$ cat src/rtl/ic2d_pkg.sv
// Package for the 2-D convolution block: sizes, types, controller states.
// No dependencies.
`default_nettype none
package ic2d_pkg;
    localparam int MaxLine   = 1024;
    localparam int MaxKernel = 7;
    localparam int PixelBits = 16;
    localparam int LineRows  = (MaxKernel > 1) ? MaxKernel - 1 : 1;
    localparam int KSize     = MaxKernel * MaxKernel;
    localparam int ColW      = $clog2(MaxLine);
    localparam int SlotW     = (LineRows > 1) ? $clog2(LineRows) : 1;
    localparam int AddrW     = $clog2(LineRows * MaxLine);
    localparam int KIdxW     = $clog2(KSize);
    localparam int KW        = $clog2(MaxKernel + 1);
    localparam int AccW      = 48;

    localparam logic [2:0] RegRows  = 3'd0;
    localparam logic [2:0] RegCols  = 3'd1;
    localparam logic [2:0] RegKRows = 3'd2;
    localparam logic [2:0] RegKCols = 3'd3;
    localparam logic [2:0] RegScale = 3'd4;

    typedef enum logic [1:0] {
        ST_IDLE,
        ST_READ,
        ST_MAC,
        ST_OUT
    } state_t;

    typedef struct packed {
        logic load_coeff;
        logic start_pix;
        logic shift_win;
        logic clr_acc;
        logic mac_en;
        logic finish;
    } cmd_t;

    typedef struct packed {
        logic mac_last;
        logic emit;
    } sts_t;

    function automatic logic [2:0] fit_kernel(input logic [2:0] k);
        logic [2:0] t;
        t = k | 3'd1;
        if (int'(t) > MaxKernel)
            t = 3'(MaxKernel);
        if (t[0] == 1'b0)
            t = t - 3'd1;
        return t;
    endfunction
endpackage
`default_nettype wire

$ cat src/rtl/ic2d_ctrl.sv
// Controller FSM: loads coefficients; takes pixels via read, MAC and output.
// Depends on ic2d_pkg.
`default_nettype none
module ic2d_ctrl (
    input  wire logic            clk,
    input  wire logic            rst_n,
    input  wire logic            in_valid,
    input  wire logic            in_action,
    output logic                 in_ready,
    input  wire logic            out_busy,
    input  wire ic2d_pkg::sts_t  sts,
    output ic2d_pkg::cmd_t       cmd
);
    ic2d_pkg::state_t state_reg, state_next;

    always_ff @(posedge clk or negedge rst_n)
    begin
        if (!rst_n)
            state_reg <= ic2d_pkg::ST_IDLE;
        else
            state_reg <= state_next;
    end

    always_comb
    begin
        state_next = state_reg;
        case (state_reg)
            ic2d_pkg::ST_IDLE:
                if (in_valid && !out_busy && in_action)
                    state_next = ic2d_pkg::ST_READ;
            ic2d_pkg::ST_READ:
                state_next = sts.emit ? ic2d_pkg::ST_MAC : ic2d_pkg::ST_IDLE;
            ic2d_pkg::ST_MAC:
                if (sts.mac_last)
                    state_next = ic2d_pkg::ST_OUT;
            ic2d_pkg::ST_OUT:
                state_next = ic2d_pkg::ST_IDLE;
            default:
                state_next = ic2d_pkg::ST_IDLE;
        endcase
    end

    always_comb
    begin
        cmd = '0;
        in_ready = 1'b0;
        case (state_reg)
            ic2d_pkg::ST_IDLE:
            begin
                in_ready = !out_busy;
                cmd.load_coeff = in_valid && !out_busy && !in_action;
                cmd.start_pix  = in_valid && !out_busy && in_action;
            end
            ic2d_pkg::ST_READ:
            begin
                cmd.shift_win = 1'b1;
                cmd.clr_acc   = 1'b1;
            end
            ic2d_pkg::ST_MAC:
                cmd.mac_en = 1'b1;
            ic2d_pkg::ST_OUT:
                cmd.finish = 1'b1;
            default:
                cmd = '0;
        endcase
    end
endmodule
`default_nettype wire

$ cat config.mk
export PLATFORM = sky130hd
export DESIGN_NAME = ic2d_ctrl
export DESIGN_NICKNAME = d
export VERILOG_FILES = /design/src/rtl/ic2d_pkg.sv /design/src/rtl/ic2d_ctrl.sv
export SDC_FILE = /design/constraint.sdc
export NUM_CORES = 1
export LEC_CHECK = 0
export BUFFER_PORTS_ARGS = -buffer_cell sky130_fd_sc_hd__buf_2
export CAP_MARGIN = 15
export CORE_AREA = 2 2 39 41
export DETAILED_ROUTE_END_ITERATION = 7
export DIE_AREA = 0 0 41 43
export PLACE_DENSITY = 0.3
export SETUP_SLACK_MARGIN = 0.02
export SYNTH_ARGS = -nofsm -noshare
export SYNTH_HDL_FRONTEND = slang
export SYNTH_SLANG_ARGS = --single-unit
$ cat constraint.sdc
create_clock -name clk -period 1.3 [get_ports clk]
set_clock_uncertainty 0.1 [all_clocks]
set_input_delay 0.195 -clock clk [delete_from_list [all_inputs] [get_ports clk]]
set_output_delay 0.195 -clock clk [all_outputs]
set_load 0.03 [all_outputs]
Word-level counts from Yosys, hierarchy flattened
Cells that the tools add are included.

word-level totals
  flip-flop bits (word level) = 2
  bits of input ports = 7
  output and inout bits = 7
  word-level logic and storage cells = 22

operators by class
  eq/ne operators = 5
  muxes and demuxes = 9
  reductions and logical operators = 7

operators by type and width
  cell                  number
  $mux W2               5
  $pmux W2 S4           1
  $eq A2 B2 Y1 const B  2
  $ne A2 B2 Y1 const B  2
  $logic_and A1 B1 Y1   3
  $mux W1               3
  $eq A2 B1 Y1 const B  1
  $logic_not A1 Y1      2
  $logic_not A2 Y1      1
  $reduce_and A2 Y1     1

Longest topological paths before layout
  word-level depth = 5
  mapped depth = 2
  depth with buffers taken out = 2

Worst setup path after synthesis
Ideal clock, no wire load.

  path type = register to output
  start point = reg state_reg[0]
  end point = out cmd[3] in the netlist's numbering
  arrival time = 1.198 ns
  data required time = 1.005 ns
  setup slack = -0.193 ns
  cell stages (with the launch flop) = 3
  buffers on the path = 1
  path through = dfrtp_1 nor2b_1 buf_4

RTL lines
  item                    line             text
  from (decl)             ic2d_ctrl.sv:14  ic2d_pkg::state_t state_reg, state_next;
  from (signal assigned)  ic2d_ctrl.sv:19  state_reg <= ic2d_pkg::ST_IDLE;
  from (signal assigned)  ic2d_ctrl.sv:21  state_reg <= state_next;
  to (decl)               ic2d_ctrl.sv:12  output ic2d_pkg::cmd_t cmd

==> impl_metrics.py <==
metrics = {
    "run_status": {
        "status": "complete, but fails checks",
        "violations": "negative setup slack",
    },
    "die": {
        "fp.coreArea_sq_um": 1380,
        "die-area_sq_um": 1760,
        "ios": 14,
        "num_rows": 14,
        "dieWidth_um": 41,
        "dieHeight_um": 43,
        "start_util_pct": 9.76,
    },
    "min_path": {
        "holdPathStages": 2,
        "hold_class": "input pin to register",
    },
    "synthesis": {
        "synth_ff_type": "dfrtp_1",
        "synth-edff-count": 0,
        "syn_avg_cell_area_sq_um": 9.65,
        "synth_top_cell_by_area": "dfrtp_1",
        "synth-seq-cells": 2,
        "yosysWarnings": 0,
        "ys_seq_area_share_pct": 37.0,
        "synth_area_leaders": "dfrtp_1, and4bb_1, nor2b_1",
        "synthTopCellsByCount": "dfrtp_1, nor2b_1",
        "netlist_instances": 14,
        "ys_types": 12,
        "synth_fp_nets": 21,
        "netlist_area_sq_um": 135,
        "async_flop_share_pct": 100,
        "yosys.area.top_type_share_pct": 37.0,
    },
    "worst_setup_path": {
        "end_kind": "output port",
        "critPathRequiredTime_ns": 1.00,
        "startpoint_type": "register",
        "crit_arrival_ns": 1.13,
        "ff2ff_path_depth": 4,
        "critPathKind": "register to output port",
        "critPathMaxFanout": 4,
    },
    "place": {
        "placed_area_sq_um": 220,
        "numPlacedInstances": 42,
        "numPortBuffers": 13,
        "gp_congestion": 0.603,
    },
    "timing": {
        "period_minus_slack_ns": 1.43,
        "relSlewSlack_pct": 88.0,
        "layout_setup_ws_ns": -0.126,
        "worst_pin_slew_ns": 0.179,
        "rsz0062_at_grt": "yes",
        "fin_crit_sh_pct": 110,
        "fin_setup_tns_ns": -0.614,
        "finalSetupViolations": 7,
        "hold_viol": 0,
        "max_freq_ghz": 0.701,
        "drv_slew": 0,
    },
    "global_routing": {
        "track_usage_pct": 6.52,
        "grt_pass1_vias": 196,
        "grt_pass1_wl_um": 738,
        "grt_max_degree": 8,
        "antenna_found_initial": 0,
        "globalRouteOverflowTotal": 0,
    },
    "clock_network": {
        "cts_made_buffers": 3,
        "cts.path.max_buffers": 2,
        "htreeDepth": 1,
        "clockRootBuffer": "clkbuf_4",
        "clock-sinks": 2,
        "cts_tree": "yes",
        "clk-insertion-delay-late_ns": 0.22,
        "clk_pin_slew_ns": 0.03,
    },
    "drt": {
        "wire_per_inst_um": 10.1,
        "drtIter0Drc": 2,
        "via_per_inst": 3.76,
        "drt_wl_total_um": 514,
        "vias": 192,
        "drc": 0,
        "ant_nets": 0,
        "firstDrtPassIters": 2,
    },
    "power": {
        "power_frac_clock_pct": 18.0,
        "cellPowerDensity_nw_per_um2": 2100,
        "seqPwrFrac_pct": 18.3,
        "p_int_uw": 445,
        "vdd_drop_max_mv": 0.674,
        "switching_share_pct": 39.6,
        "p_sw_uw": 293,
        "combinationalPowerShare_pct": 63.7,
        "leakage_uw": 0.000178,
    },
    "job": {
        "cap_violations": 0,
    },
    "cells_and_area": {
        "final_cell_area_sq_um": 352,
        "area_growth_pct": 160,
        "final_cell_count_no_fill": 51,
        "antennaDiodeCount": 0,
        "final_nets": 44,
        "drive_above_1_share_pct": 77.1,
    },
}
-- routing by layer --
layer	share of wire (%)	vias to the layer above	track usage (%)
met5	0	-	0
met4	0	0	4.00
met3	13	0	2.09
met2	48	14	11.9
met1	39	86	5.45
li1	-	92	-
-- layout by cell type, fill, tap and decap left out, drive strengths merged --
cell type,Yosys,routed
a21o,1,1
a21oi,1,1
and2,1,1
and4b,1,1
and4bb,1,1
buf,1,18
clkbuf,0,3
dfrtp,2,2
dlygate4sd3,0,1
nand2,1,1
nand4bb,1,1
nor2,1,1
nor2b,2,2
nor3,1,1
-- critical path, stage by stage (launching register included) --
cell     delay [ns]
dfrtp_2        0.43
buf_4          0.15
nor2b_2        0.18
buf_6          0.16
-- layout make-up --
type | instances | area [sq um]
well taps | 16 | 20.0
repair buffers | 19 | 156
fillers | 150 | 1030
clock buffers | 3 | 22.5
flip-flops and latches | 2 | 52.6
multi-input cells | 11 | 100
-- worst paths after layout --
path,startpoint,endpoint,slack (ns)
setup / recovery,register,cmd[3],-0.13
min in group asynchronous,rst_n,state_reg[0],0.19
max in group asynchronous,rst_n,asynchronous set/reset pin,0.80
hold / removal,sts[0],register,0.09
setup reg to reg,register,register,0.12
hold reg to reg,state_reg[0],state_reg[0],0.44
-- timing repair --
item                                    in CTS  in global routing
hold endpoints to repair                     2                  0
endpoints found under the setup margin       7                  7
gates resized for setup                     15                  5
buffers inserted                             0                  5
pin swaps                                    2                  3
hold buffers                                 1                  0
-- metrics by stage --
step	util (%)	hold slack [ns]	total power, uW	setup slack, ns
after CTS	21.2	0.0907	601	-0.121
after detailed placement	15.9	-0.115	387	0.0564
final	25.4	0.0934	738	-0.126
after floorplan	-	-0.201	321	-0.00215
after global routing	25.4	0.104	780	-0.162
after global placement	15.9	-0.120	382	0.0826
-- power by group through the flow --
stage	logic [uW]	registers, uW	clock network, uW
global placement	261	122	0
floorplan	203	117	0
CTS	325	136	141
global route	499	140	140
detailed placement	262	126	0
finish	470	135	133
-- cells by family after synthesis --
logic type / synth area share, %
compound gates: 9.26
buf+inv: 5.56
flops: 37.0
simple gates: 48.1
Power figures use the tool's default switching activity.
